**src/rtl/gtl_ram.sv**
```systemverilog
// gtl_ram: single-port-write, single-port-read synchronous memory
// registered read data, no dependencies
module gtl_ram #(
  parameter int WIDTH = 8,
  parameter int DEPTH = 16,
  parameter int AW    = 4
) (
  input  logic             clk,
  input  logic             we,
  input  logic [AW-1:0]    waddr,
  input  logic [WIDTH-1:0] wdata,
  input  logic [AW-1:0]    raddr,
  output logic [WIDTH-1:0] rdata
);

  logic [WIDTH-1:0] mem [DEPTH];

  always_ff @(posedge clk) begin
    if (we) begin
      mem[waddr] <= wdata;
    end
  end

  always_ff @(posedge clk) begin
    rdata <= mem[raddr];
  end

endmodule

```
**config.mk**
```make
export PLATFORM = sky130hd
export DESIGN_NAME = gtl_ram
export DESIGN_NICKNAME = d
export VERILOG_FILES = /design/src/rtl/gtl_ram.sv
export SDC_FILE = /design/constraint.sdc
export NUM_CORES = 1
export LEC_CHECK = 0
export BUFFER_PORTS_ARGS = -buffer_cell sky130_fd_sc_hd__buf_4
export CAP_MARGIN = 25
export CORE_MARGIN = 2
export CORE_UTILIZATION = 60
export CTS_CLUSTER_DIAMETER = 150
export CTS_CLUSTER_SIZE = 30
export DETAILED_ROUTE_END_ITERATION = 16
export GPL_TIMING_DRIVEN = 0
export HOLD_SLACK_MARGIN = 0.12
export MAX_ROUTING_LAYER = met4
export PLACE_DENSITY = 0.81
export SLEW_MARGIN = 25
export SYNTH_ARGS = -nofsm -noshare
export SYNTH_HDL_FRONTEND = slang
export SYNTH_SLANG_ARGS = --single-unit
```
**constraint.sdc**
```tcl
create_clock -name clk -period 1.8 [get_ports clk]
set_input_delay 0.09 -clock clk [delete_from_list [all_inputs] [get_ports clk]]
set_output_delay 0.09 -clock clk [all_outputs]
set_load 0.01 [all_outputs]
```
==> results.yml <==
status:
  status: "finished, final reports clean"
yosys:
  synth_largest_area_cell: "edfxtp_1"
  synth_flop_cell: "edfxtp_1"
  syn_area_sq_um: 5150
  synth_edf_count: 128
  ys_ff_latch: 136
  synth.cells.most_frequent: "edfxtp_1, mux4_2, a22oi_1"
  syn_nets: 247
  seq_area_frac_synth: 0.778
  yosysWarnings: 0
  synth.distinct_cells: 19
  synthMostInstantiatedCell: "edfxtp_1"
  avgSynthCellArea_sq_um: 22.5
  synth_area_leaders: "edfxtp_1, mux4_2, mux4_1"
  async_reset_ff_frac: 0
  synth_cells: 229
  synth_top_area_frac: 0.747
placed_design:
  place_hpwl_um: 5830
  dp_slack_ps: 19.6
  io_buffers: 24
  dp_cells: 358
  gp_congestion: 0.714
timing:
  worst_pin_slew_ps: 849
  setup_viol: 0
  relSlewSlack: 0.432
  finalHoldViolCount: 0
  skew_ps: 6.03
  clock.fmax_mhz: 623
  hold_slack_ps: 167
  grt_setup_unrepaired: "false"
  finalMaxSlewViolations: 0
  layout_setup_ws_ps: 196
  finalCriticalPeriod_ps: 1600
  min_period_over_period: 0.891
floorplanning:
  io_pins: 26
  die_area_sq_um: 9340
  initial_utilization: 0.623
  row_count: 33
  die_x_um: 96.6
  core_sq_um: 8260
  die_y_um: 96.6
route:
  drt-total-wl_um: 10600
  avgViaCountPerCell: 6.36
  routed-via-count: 2558
  drc_errors: 0
  ant_nets: 0
  avgRoutedWirePerCell_um: 26.4
  initialDrtViolationCount: 329
  drtPass1Iterations: 5
power_and_ir_drop:
  powerDensity_nw_per_um2: 1240
  vdd_drop_max_mv: 0.839
  leakagePower_nw: 2.12
clocking:
  htreeDepth: 4
  path_clk_slew_ps: 60
  cts_tree: "done"
  post-cts-setup-buffers: 0
  clock_sinks: 136
  cts_buffers: 17
  clk_latency_ps: 520
  clockRootBuffer: "clkbuf_8"
  cts_resized: 0
  clock_path_buffers: 2
  postCtsHoldBufs: 12
grt:
  grt_pass1_vias: 2559
  grt_overflow: 0
  grtUsageTotal: 0.249
  grt_antenna_before_repair: 0
  grt_pass1_wl_um: 15800
  grt_max_degree: 17
cells_and_area:
  fin_nets: 302
  syn2layout_area_growth_pct: 21.6
  nFillCells: 440
  seq_area_sq_um: 4000
  instances_no_fill: 402
  multi_input_area_sq_um: 1080
  drive_above_1_share: 0.300
  antenna_cells: 0
hold_path:
  hold_path_depth: 4
  hp-class: "in -> reg"
setup_path:
  path_class: "in -> reg"
  critPathMaxFanout: 10
  required_ps: 2190
  r2r.worst_path.cells: 3
  start_kind: "input pin"
  arrival_ps: 2000
  worstSetupEndpointType: "flip-flop"
run:
  maxCapViolations: 0
==> power breakdown <==
part	switching (W)	internal, W	total (W)
Combinational	0.000213	0.000179	0.000393
Clock	0.00132	0.00248	0.00381
Sequential	0.0000204	0.00354	0.00356
==> metal layers <==
metal / wire length [um] / track usage / vias up
met5: 0 / - / -
met4: 225 / 0.0975 / 0
met3: 1040 / 0.0650 / 18
met2: 5120 / 0.366 / 174
met1: 4230 / 0.342 / 1284
li1: - / - / 1082
==> cells by family (layout without fill, tap and decap cells) <==
group,count (synthesis),count (layout),synth area share
buffers and inverters,10,78,0.0168
multiplexers,32,32,0.150
AO/OA/AOI/OAI,16,16,0.0233
AND/OR/NAND/NOR,35,35,0.0318
flip-flops,136,136,0.778
==> placed cells by master (no fill, tap or decap) <==
cell / synthesis / final
a22oi_1: 16 / 16
and2_1: 1 / 1
and2b_1: 1 / 1
buf_2: 3 / 3
buf_4: 1 / 25
buf_6: 3 / 3
bufinv_16: 0 / 5
clkbuf_16: 0 / 16
clkbuf_8: 0 / 3
clkdlybuf4s25_2: 3 / 3
clkinv_4: 0 / 2
clkinvlp_4: 0 / 3
dfxtp_1: 8 / 8
dlygate4sd3_1: 0 / 12
edfxtp_1: 128 / 128
inv_6: 0 / 3
mux4_1: 14 / 14
mux4_2: 18 / 18
nand2_1: 9 / 9
nand2b_1: 2 / 2
nand3_1: 1 / 1
nand3b_1: 2 / 2
nor2_1: 13 / 13
nor2b_1: 1 / 1
nor3_2: 0 / 4
or3b_2: 1 / 1
==> worst paths after layout <==
kind	start	to	slack, ps
setup / recovery	raddr[0]	rdata[6]	200
hold / removal	raddr[3]	rdata[5]	170
setup reg to reg	mem[0][0]	rdata[0]	350
hold reg to reg	mem[11][1]	rdata[1]	690
==> stage by stage <==
step / cell area [sq um] / utilization / total power [W] / setup TNS (ps)
floorplan: 5150 / - / 0.00381 / 0
global placement: 5460 / 0.661 / 0.00397 / -2920
detailed placement: 5480 / 0.663 / 0.00399 / 0
CTS: 6260 / 0.758 / 0.00778 / 0
global route: 6260 / 0.758 / 0.00796 / 0
finish: 6260 / 0.758 / 0.00776 / 0
==> final cells by class <==
type / instances / area share
sequential: 136 / 0.640
multi-input combinational: 83 / 0.172
clock buffer: 19 / 0.0706
timing repair buffer: 36 / 0.0480
clock inverter: 13 / 0.0346
tap: 105 / 0.0210
buffer: 10 / 0.0138
==> registers in the layout, indices dropped and copies added, names as in the netlist <==
| name | flops |
|---|---|
| mem | 128 |
| rdata | 8 |
==> critical path, cell delays in order <==
cell           delay (ps)
dlygate4sd3_1         550
buf_6                 140
buf_4                 240
mux4_2                590
a22oi_1               270
nand2_1               110
No activity file was read; power rests on OpenSTA's default activity.
