<file path="config.mk">
export PLATFORM = sky130hd
export DESIGN_NAME = gtl_tab_div
export DESIGN_NICKNAME = d
export VERILOG_FILES = /design/src/rtl/gtl_tab_div.sv
export SDC_FILE = /design/constraint.sdc
export NUM_CORES = 1
export LEC_CHECK = 0
export BUFFER_PORTS_ARGS = -buffer_cell sky130_fd_sc_hd__buf_2
export CORE_MARGIN = 10
export CORE_UTILIZATION = 24
export CTS_CLUSTER_DIAMETER = 30
export DETAILED_ROUTE_END_ITERATION = 10
export GPL_TIMING_DRIVEN = 0
export PLACE_DENSITY = 0.36
export RECOVER_POWER = 25
export SYNTH_ARGS = -nofsm -noshare
export SYNTH_HDL_FRONTEND = slang
export SYNTH_SLANG_ARGS = --single-unit
</file>
<file path="constraint.sdc">
create_clock -name clk -period 19.21 [get_ports clk]
set_clock_uncertainty 0.1 [all_clocks]
set_input_delay 1.921 -clock clk [delete_from_list [all_inputs] [get_ports clk]]
set_output_delay 1.921 -clock clk [all_outputs]
set_load 0.05 [all_outputs]
</file>
<file path="src/rtl/gtl_tab_div.sv">
// gtl_tab_div: serial signed-by-unsigned divide for tab stops, then (q+1)*t
// uses no package
module gtl_tab_div (
  input  logic        clk,
  input  logic        rst,
  input  logic        start,
  input  logic [31:0] x,
  input  logic [15:0] divisor,
  output logic        done,
  output logic [31:0] result
);

  localparam logic [1:0] P_IDLE = 2'd0;
  localparam logic [1:0] P_RUN  = 2'd1;
  localparam logic [1:0] P_FIX  = 2'd2;
  localparam logic [1:0] P_MUL  = 2'd3;

  logic [1:0]  phase;
  logic [4:0]  count;
  logic        neg;
  logic [15:0] div;
  logic [15:0] rem;
  logic [31:0] quo;
  logic [31:0] qp1;
  logic [16:0] rem_sh;
  logic [16:0] rem_sub;
  logic [47:0] prod;

  assign rem_sh  = {rem, quo[31]};
  assign rem_sub = rem_sh - {1'b0, div};
  assign prod    = qp1 * div;

  always_ff @(posedge clk) begin
    done <= 1'b0;
    if (rst) begin
      phase <= P_IDLE;
    end else begin
      unique case (phase)
        P_IDLE: begin
          if (start) begin
            neg   <= x[31];
            quo   <= x[31] ? -x : x;
            div   <= divisor;
            rem   <= '0;
            count <= '0;
            phase <= P_RUN;
          end
        end
        P_RUN: begin
          if (rem_sh >= {1'b0, div}) begin
            rem <= rem_sub[15:0];
            quo <= {quo[30:0], 1'b1};
          end else begin
            rem <= rem_sh[15:0];
            quo <= {quo[30:0], 1'b0};
          end
          count <= count + 5'd1;
          if (count == 5'd31) begin
            phase <= P_FIX;
          end
        end
        P_FIX: begin
          qp1   <= (neg ? -quo : quo) + 32'd1;
          phase <= P_MUL;
        end
        P_MUL: begin
          result <= prod[31:0];
          done   <= 1'b1;
          phase  <= P_IDLE;
        end
        default: phase <= P_IDLE;
      endcase
    end
  end

endmodule

</file>
==> results.py, run 1 <==
metrics = {
    "run_status": {
        "violations": "capacitance limit, slew limit",
        "status": "finished, violations left",
    },
    "synth": {
        "synth_nets": 2577,
        "async_flop_share_pct": 0,
        "postSynthCellCount": 2131,
        "synth_cell_types": 74,
        "synth_edf_count": 134,
        "postSynthAreaPerCell_sq_um": 9.23,
        "ys_warn_count": 0,
        "synth-main-ff-cell": "edfxtp_1",
        "synth_area_sq_um": 19700,
        "ys_seq_area_share_pct": 20.8,
        "synth-seq-cells": 137,
    },
    "drt": {
        "vias_per_cell": 4.45,
        "drtAntennaViolNets": 0,
        "wl_mm": 63.8,
        "drt_iter0_drc": 773,
        "post_drt_wl_per_cell_um": 19.3,
        "drc": 0,
        "dr.pass1.iters": 5,
        "vias": 14737,
    },
    "grt": {
        "grt_pass1_vias": 15995,
        "grtUsageMet1_pct": 18.8,
        "grt_use_met3_pct": 2.49,
        "grt_usage_pct": 13.9,
        "gr-total-overflow": 0,
        "grt_max_degree": 33,
        "grt.busiest_layer": "met2",
        "grt_pass1_wl_mm": 99.4,
        "use_met2_pct": 22.7,
        "antenna_found_initial": 0,
    },
    "critical_path": {
        "cp.required_ns": 19.35,
        "rrSetupSlack_ns": 10.65,
        "critPathKind": "reg -> reg",
        "worstReg2RegEnd": "result[30]",
        "cp_data_arrival_time_ns": 8.70,
        "crit_path_end": "result[30]",
        "reg2reg_depth": 20,
        "worstSetupStartpoint": "div[7]",
        "r2r-start": "div[7]",
        "endpoint_kind": "flop",
        "critPathMaxFanout": 10,
        "startpoint_type": "flop",
    },
    "finish": {
        "stdcell_count": 3312,
        "final_nets": 2683,
        "syn_to_final_growth_pct": 12.1,
        "drive_above_1_share_pct": 6.00,
        "utilization_pct": 27.3,
    },
    "cts": {
        "clockBufferDepth": 2,
        "cts_resized": 0,
        "cts_tree": "yes",
        "cts_hold_buffers": 0,
        "cts.clk_slew.worst_paths_ns": 0.07,
        "cts.sinks": 137,
        "htreeDepth": 4,
        "clock_latency_ns": 0.49,
        "postCtsSetupRepairBufs": 0,
        "cts.root.buffer_cell": "clkbuf_16",
        "cts_buffers": 17,
    },
    "sta": {
        "holdWs_ns": 0.442,
        "max_slew_margin_pct": -8.98,
        "hold_viol": 0,
        "setup_violations": 0,
        "fin_crit_sh_pct": 44.6,
        "grt_setup_unrepaired": "no",
        "final_max_slew_viol_count": 26,
        "tns_ns": 0,
        "max_freq_mhz": 117,
        "min_period_ns": 8.56,
        "worst_slew_pin_slew_ns": 1.63,
    },
    "die": {
        "die_w_um": 306,
        "start_util_pct": 24.3,
        "num_io_pins": 84,
        "die_height_um": 306,
        "die-area_sq_um": 93800,
        "core_area_sq_um": 80900,
        "row_count": 104,
    },
    "worst_hold_path": {
        "min_path_type": "reg -> reg",
    },
    "placed_design": {
        "place.gp.congestion": 0.840,
        "io_buffers": 83,
        "dpl.cell_count": 3278,
        "dpl.hpwl_mm": 52.0,
    },
    "job": {
        "maxCapViolations": 1,
    },
}
[worst min path at each step]
| stage | slack, ns | depth (start not counted) | to | startpoint |
|---|---|---|---|---|
| floorplan | 0.41 | 2 | phase[0] | phase[0] |
| global placement | 0.42 | 2 | phase[0] | phase[0] |
| detailed placement | 0.44 | 2 | phase[0] | phase[0] |
| CTS | 0.45 | 2 | phase[0] | phase[0] |
| global route | 0.48 | 2 | phase[0] | phase[0] |
| finish | 0.44 | 2 | phase[0] | phase[0] |
[Yosys cell counts, types with 15 or more instances]
cell | n | area share, %
nor2b_1 | 17 | 0.54
ha_1 | 90 | 5.7
nand2_1 | 322 | 6.1
o41ai_1 | 15 | 0.67
inv_1 | 389 | 7.4
nor3_1 | 29 | 0.74
xor2_1 | 65 | 2.9
edfxtp_1 | 134 | 20
o21ai_0 | 73 | 1.9
fa_1 | 305 | 31
xnor2_1 | 82 | 3.7
nor2_1 | 62 | 1.2
and2_1 | 152 | 4.8
nand3_1 | 23 | 0.59
clkbuf_1 | 101 | 1.9
o31ai_1 | 21 | 0.80
a21oi_1 | 44 | 1.1
[routing by layer]
layer,vias to the layer above,wire [um]
met5,-,0
met2,274,29300
li1,6956,-
met3,56,2330
met1,7451,30900
met4,0,1310
[registers in the layout, indices dropped and copies added (netlist names)]
register and count:
phase 2, div 16, qp1 32, done 1, result 32, neg 1, count 5, quo 32
rem 16
[cell usage in the layout (no fill, tap or decap), types with 15 or more instances in the layout]
cell type / netlist / routed
a21oi_1: 44 / 44
and2_1: 152 / 148
buf_2: 1 / 78
clkbuf_1: 101 / 110
clkbuf_16: 0 / 17
edfxtp_1: 134 / 134
fa_1: 305 / 305
ha_1: 90 / 90
inv_1: 389 / 389
nand2_1: 322 / 322
nand3_1: 23 / 23
nor2_1: 62 / 61
nor2b_1: 17 / 16
nor3_1: 29 / 29
o21ai_0: 73 / 73
o31ai_1: 21 / 21
o41ai_1: 15 / 15
xnor2_1: 82 / 82
xor2_1: 65 / 65
[worst max-delay path: stages, from the launching register on]
cell       delay, ns
edfxtp_1        0.33
clkbuf_1        0.54
clkbuf_1        0.85
nand2_1         0.16
fa_1            0.53
inv_1           0.05
fa_1            0.45
ha_1            0.34
fa_1            0.52
fa_1            0.55
inv_1           0.05
fa_1            0.54
inv_1           0.05
ha_1            0.36
and3_1          0.19
a2111oi_0       0.43
nor3b_1         0.70
a211oi_1        0.40
o31ai_1         0.53
a21oi_1         0.22
a311o_1         0.39
[cells by family (layout without fill, tap and decap cells)]
kind of cell               count (synthesis)  in the layout  share of synthesized area (%)
DFF                                      137            137                           20.8
other                                      0              2                              0
buffers and inverters                    497            616                           9.53
adders and majority gates                395            395                           36.8
and+or+nand+nor                          700            700                           17.5
xor gates and xnor gates                 147            147                           6.55
AOI/OAI and AO/OA                        238            238                           8.04
muxes                                     17             17                          0.884
[stage by stage]
step,setup WS [ns],instance area [sq um]
6_report,10.65,22100
5_1_grt,10.10,22100
4_1_cts,10.36,22100
3_5_place_dp,10.37,21500
3_3_place_gp,10.33,21400
2_1_floorplan,12.72,19700
[cell type report]
type                    instances  area (sq um)
diodes                          2          5.00
plain buffers                 108           414
clock buffers                  17           425
clock inverters                15           176
fillers                      8782         58900
inverters                     389          1460
multi-input cells            1497         13700
flip-flops and latches        137          4080
well taps                    1060          1330
repair buffers                 87           439
Power of run 1 is not shown: default switching activity piles up to over one toggle a cycle in this logic, so the estimate is an artifact.
==> inputs of run 2 (changes only) <==
Clock period 19.21 ns to 8.55 ns, I/O delays scaled along.
==> run 2 against run 1 <==
Effect of this change:
- the flow still finishes with violations (capacitance limit, slew limit)
- global-route usage about the same
- hold slack about the same
- final cell count about the same
- via count barely moved
- largest cell class unchanged
==> results.py, run 2 (same netlist as run 1, synthesis figures left out) <==
metrics = {
    "finish": {
        "fillers": 8778,
        "mostFrequentLayoutCell": "inv_1",
        "drive_above_1_share_pct": 6.36,
        "final_cell_mix": "inv_1 (389), nand2_1 (322), fa_1 (305), and2_1 (150), edfxtp_1 (134)",
        "reg.largest.list": "qp1: 32 flops, quo: 32 flops, result: 32 flops",
        "syn_to_final_growth_pct": 12.2,
        "final_nets": 2683,
    },
    "critical_path": {
        "critPathKind": "reg -> reg",
        "cp_common_cell": "fa_1",
        "r2r-start": "div[13]",
        "endpoint_kind": "flop",
        "crit_chain": "clkbuf_1, clkbuf_1, nand2_1, fa_1, fa_1, inv_1, fa_1, fa_1, fa_1, inv_1, fa_1, inv_1, ha_1, o21a_1, o2111a_1, o311ai_0, nand2_1, a2111oi_1, o31ai_1, a21oi_1, xnor2_1",
        "cp_data_arrival_time_ns": 8.24,
        "critical-path-max-stage-delay_ns": 0.83,
        "worstReg2RegEnd": "result[31]",
        "reg2reg_depth": 21,
        "slowest_stage": "a2111oi_1",
        "rrSetupSlack_ns": 0.44,
        "critPathMaxFanout": 10,
        "cp.required_ns": 8.68,
        "startpoint_type": "flop",
    },
    "drt": {
        "vias_per_cell": 4.45,
        "dr.pass1.iters": 5,
        "wl_mm": 63.8,
        "vias": 14749,
        "drt_iter0_drc": 708,
        "drtAntennaViolNets": 0,
        "post_drt_wl_per_cell_um": 19.3,
        "drc": 0,
    },
    "sta": {
        "fin_crit_sh_pct": 94.8,
        "final_max_slew_viol_count": 59,
        "hold_viol": 0,
        "worst_slack_ns": 0.441,
        "worst_slew_pin_slew_ns": 2.82,
        "grt_setup_unrepaired": "no",
        "max_freq_mhz": 123,
        "setup_violations": 0,
        "min_period_ns": 8.11,
        "max_slew_margin_pct": -88.1,
    },
    "cts": {
        "cts_tree": "yes",
        "cts_buffers": 17,
        "htreeDepth": 4,
        "clockBufferDepth": 2,
        "cts_hold_buffers": 0,
        "cts.root.buffer_cell": "clkbuf_16",
        "clock_latency_ns": 0.49,
        "cts.sinks": 137,
        "cts.clk_slew.worst_paths_ns": 0.07,
    },
    "grt": {
        "gr-total-overflow": 0,
        "antenna_found_initial": 0,
        "grt_max_degree": 33,
        "grt_pass1_wl_mm": 99.3,
        "grt_usage_pct": 13.9,
        "grt_pass1_vias": 15992,
    },
    "die": {
        "core_area_sq_um": 80900,
        "start_util_pct": 24.3,
        "die_height_um": 306,
        "num_io_pins": 84,
        "row_count": 104,
        "die_w_um": 306,
        "die-area_sq_um": 93800,
    },
    "placed_design": {
        "io_buffers": 83,
        "pre_cts_slack_ns": -0.291,
        "dpl.hpwl_mm": 52.0,
        "place.gp.congestion": 0.840,
    },
    "job": {
        "maxCapViolations": 2,
    },
    "worst_hold_path": {
        "whs_path_depth": 1,
        "holdPathEnd": "div[3]",
        "hp-start": "divisor[3]",
        "min_path_type": "in -> reg",
    },
    "run_status": {
        "violations": "capacitance limit, slew limit",
        "status": "finished, violations left",
    },
}
==> run 2: worst max-delay path, delay by kind of cell (launching register included) <==
kind | cells | cell delay, ns
flops | 1 | 0.53
simple gates | 2 | 0.60
xor+xnor | 1 | 0.09
compound gates | 6 | 1.81
fa+ha+maj | 7 | 3.52
buf+inv | 5 | 1.20
==> run 2: per-layer routing <==
metal | up-vias | share of wire (%) | GRT usage (%)
met4 | 0 | 2.0 | 3.53
met5 | - | 0 | 0
met3 | 51 | 3.9 | 2.47
li1 | 6954 | - | -
met2 | 256 | 46 | 22.7
met1 | 7488 | 48 | 18.8
==> run 2: worst max-delay path by stage <==
stage / startpoint / end / slack [ns] / depth (start not counted)
floorplan: div[6] / result[30] / 2.06 / 20
detailed placement: div[7] / result[30] / -0.29 / 22
CTS: div[9] / result[30] / 0.07 / 19
global placement: div[7] / result[30] / -0.33 / 20
global route: div[4] / result[30] / 0.07 / 23
finish: div[13] / result[31] / 0.44 / 21
==> run 2: what timing repair did <==
item | 4_1_cts | 5_1_grt
hold endpoints to repair | 0 | 0
gates cloned | 0 | 0
setup endpoints to repair | 2 | 4
gates resized for setup | 3 | 7
setup buffers | 0 | 0
==> run 2: through the flow <==
step	cells	area, sq um	TNS [ns]	util (%)	hold slack, ns
floorplan	2131	19700	0	-	0.407
global placement	3274	21400	-0.466	26.5	0.419
detailed placement	3278	21500	-0.350	26.6	0.438
CTS	3310	22100	0	27.3	0.399
global route	3310	22100	0	27.3	0.421
finish	3311	22100	0	27.3	0.442
==> run 2: layout make-up <==
type,instances,area (sq um),area share (%)
plain buffers,108,419,1.90
inverters,389,1460,6.62
repair buffers,87,443,2.01
diodes,1,2.50,0.0113
clock inverters,15,176,0.799
clock buffers,17,425,1.93
multi-input cells,1497,13700,62.2
well taps,1060,1330,6.01
flip-flops and latches,137,4080,18.5
Power of run 2 is left out for the same reason.
==> inputs of run 3 (changes only) <==
Settings changed: MAX_ROUTING_LAYER from default to met4.
==> run 3 against run 2 <==
Effect of this change:
- the run still ends with capacitance limit, slew limit left
- critical path type unchanged
- register-to-register slack improved by 0.05 ns
- die area stayed put
- via count barely moved
- fmax rose by 0.66%
- non-clock buffer count stayed put
- utilization did not move
- first-iteration DRC count grew 5.4%
- wire length about the same
- global-route usage grew 0.40 points
- clock-buffer cell count unchanged
- highest routed layer unchanged
==> results.py, run 3 (same netlist as run 1, synthesis figures left out) <==
metrics = {
    "cts": {
        "cts_hold_buffers": 0,
        "cts_buffers": 17,
        "cts_tree": "yes",
        "cts.root.buffer_cell": "clkbuf_16",
        "htreeDepth": 4,
        "clockBufferDepth": 2,
        "cts.clk_slew.worst_paths_ns": 0.07,
        "cts.sinks": 137,
        "clock_latency_ns": 0.49,
    },
    "finish": {
        "mostFrequentLayoutCell": "inv_1",
        "final_cell_mix": "inv_1 (389), nand2_1 (322), fa_1 (305), and2_1 (150), edfxtp_1 (134)",
        "stdcell_area_sq_um": 22100,
        "syn_to_final_growth_pct": 12.2,
        "fillers": 8780,
        "reg.largest.list": "qp1: 32 flops, quo: 32 flops, result: 32 flops",
        "final_nets": 2683,
        "drive_above_1_share_pct": 6.36,
    },
    "drt": {
        "post_drt_wl_per_cell_um": 19.2,
        "dr.pass1.iters": 5,
        "vias_per_cell": 4.45,
        "drc": 0,
        "vias": 14738,
        "wl_mm": 63.7,
        "drtAntennaViolNets": 0,
        "drt_iter0_drc": 746,
    },
    "die": {
        "row_count": 104,
        "die_w_um": 306,
        "core_area_sq_um": 80900,
        "die_height_um": 306,
        "start_util_pct": 24.3,
        "num_io_pins": 84,
        "die-area_sq_um": 93800,
    },
    "critical_path": {
        "crit_chain": "clkbuf_1, clkbuf_1, nand2_1, fa_1, fa_1, inv_1, fa_1, fa_1, fa_1, inv_1, fa_1, inv_1, ha_1, o21a_1, o2111a_1, o311ai_0, nand2_1, a2111oi_1, o31ai_1, a21oi_1, xnor2_1",
        "critical-path-max-stage-delay_ns": 0.82,
        "cp.required_ns": 8.69,
        "reg2reg_depth": 21,
        "endpoint_kind": "flop",
        "crit_path_end": "result[31]",
        "critPathKind": "reg -> reg",
        "rrSetupSlack_ns": 0.49,
        "worstSetupStartpoint": "div[13]",
        "startpoint_type": "flop",
        "slowest_stage": "a2111oi_1",
        "cp_data_arrival_time_ns": 8.19,
        "critPathMaxFanout": 10,
        "r2r-start": "div[13]",
        "worstReg2RegEnd": "result[31]",
        "cp_common_cell": "fa_1",
    },
    "placed_design": {
        "place.gp.congestion": 0.853,
        "post_dp_cell_area_sq_um": 21500,
        "dpl.hpwl_mm": 52.0,
        "io_buffers": 83,
    },
    "run_status": {
        "violations": "capacitance limit, slew limit",
        "status": "finished, violations left",
    },
    "grt": {
        "grt_pass1_wl_mm": 99.3,
        "grt_max_degree": 33,
        "grt_usage_pct": 14.3,
        "antenna_found_initial": 0,
        "gr-total-overflow": 0,
        "grt_pass1_vias": 15997,
    },
    "sta": {
        "fin_crit_sh_pct": 94.2,
        "min_period_ns": 8.06,
        "final_max_slew_viol_count": 59,
        "grt_setup_unrepaired": "no",
        "tns_ns": 0,
        "max_freq_mhz": 124,
        "hold_viol": 0,
        "worst_slew_pin_slew_ns": 2.78,
        "max_slew_margin_pct": -85.7,
        "setup_violations": 0,
    },
    "worst_hold_path": {
        "min_path_type": "in -> reg",
    },
    "job": {
        "maxCapViolations": 2,
    },
}
[run 3: what timing repair did]
| item | in CTS | in global routing |
|---|---|---|
| resized for setup | 3 | 7 |
| setup buffers | 0 | 0 |
| endpoints found under the setup margin | 2 | 4 |
| gates cloned | 0 | 0 |
[run 3: metrics by stage]
stage	hold slack [ns]	setup slack [ns]	util (%)	cells
floorplan	0.407	2.06	-	2131
global placement	0.419	-0.332	26.5	3274
detailed placement	0.438	-0.291	26.6	3278
CTS	0.399	0.0745	27.3	3310
global route	0.420	0.0704	27.3	3310
finish	0.438	0.494	27.3	3311
[run 3: metal layers]
layer,global-route usage [%],share of wire [%],up-vias
li1,-,-,6959
met1,18.9,49,7439
met2,22.7,46,288
met3,2.22,3.7,52
met4,3.39,2.0,0
met5,-,0,-
[run 3: critical path, delay by kind of cell (launching register included)]
kind | cells | cell delay, ns
compound gates | 6 | 1.81
xor+xnor | 1 | 0.09
buf+inv | 5 | 1.17
flops | 1 | 0.50
simple gates | 2 | 0.61
fa+ha+maj | 7 | 3.52
[run 3: area by class of cell]
type	instances	area (sq um)	share of cell area [%]
Multi-Input combinational cell	1497	13700	62.2
Sequential cell	137	4080	18.5
Inverter	389	1460	6.62
Tap cell	1060	1330	6.01
Timing Repair Buffer	87	443	2.01
Clock buffer	17	425	1.93
Buffer	108	419	1.90
Clock inverter	15	176	0.799
Antenna cell	1	2.50	0.0113
[run 3: worst min-delay path by stage]
stage                from  slack (ns)  cells after the start  endpoint
2_1_floorplan    phase[0]        0.41                      2  phase[0]
3_3_place_gp     phase[0]        0.42                      2  phase[0]
3_5_place_dp     phase[0]        0.44                      2  phase[0]
4_1_cts        divisor[3]        0.40                      1    div[3]
5_1_grt        divisor[1]        0.42                      1    div[1]
6_report       divisor[3]        0.44                      1    div[3]
Power of run 3 is left out for the same reason.
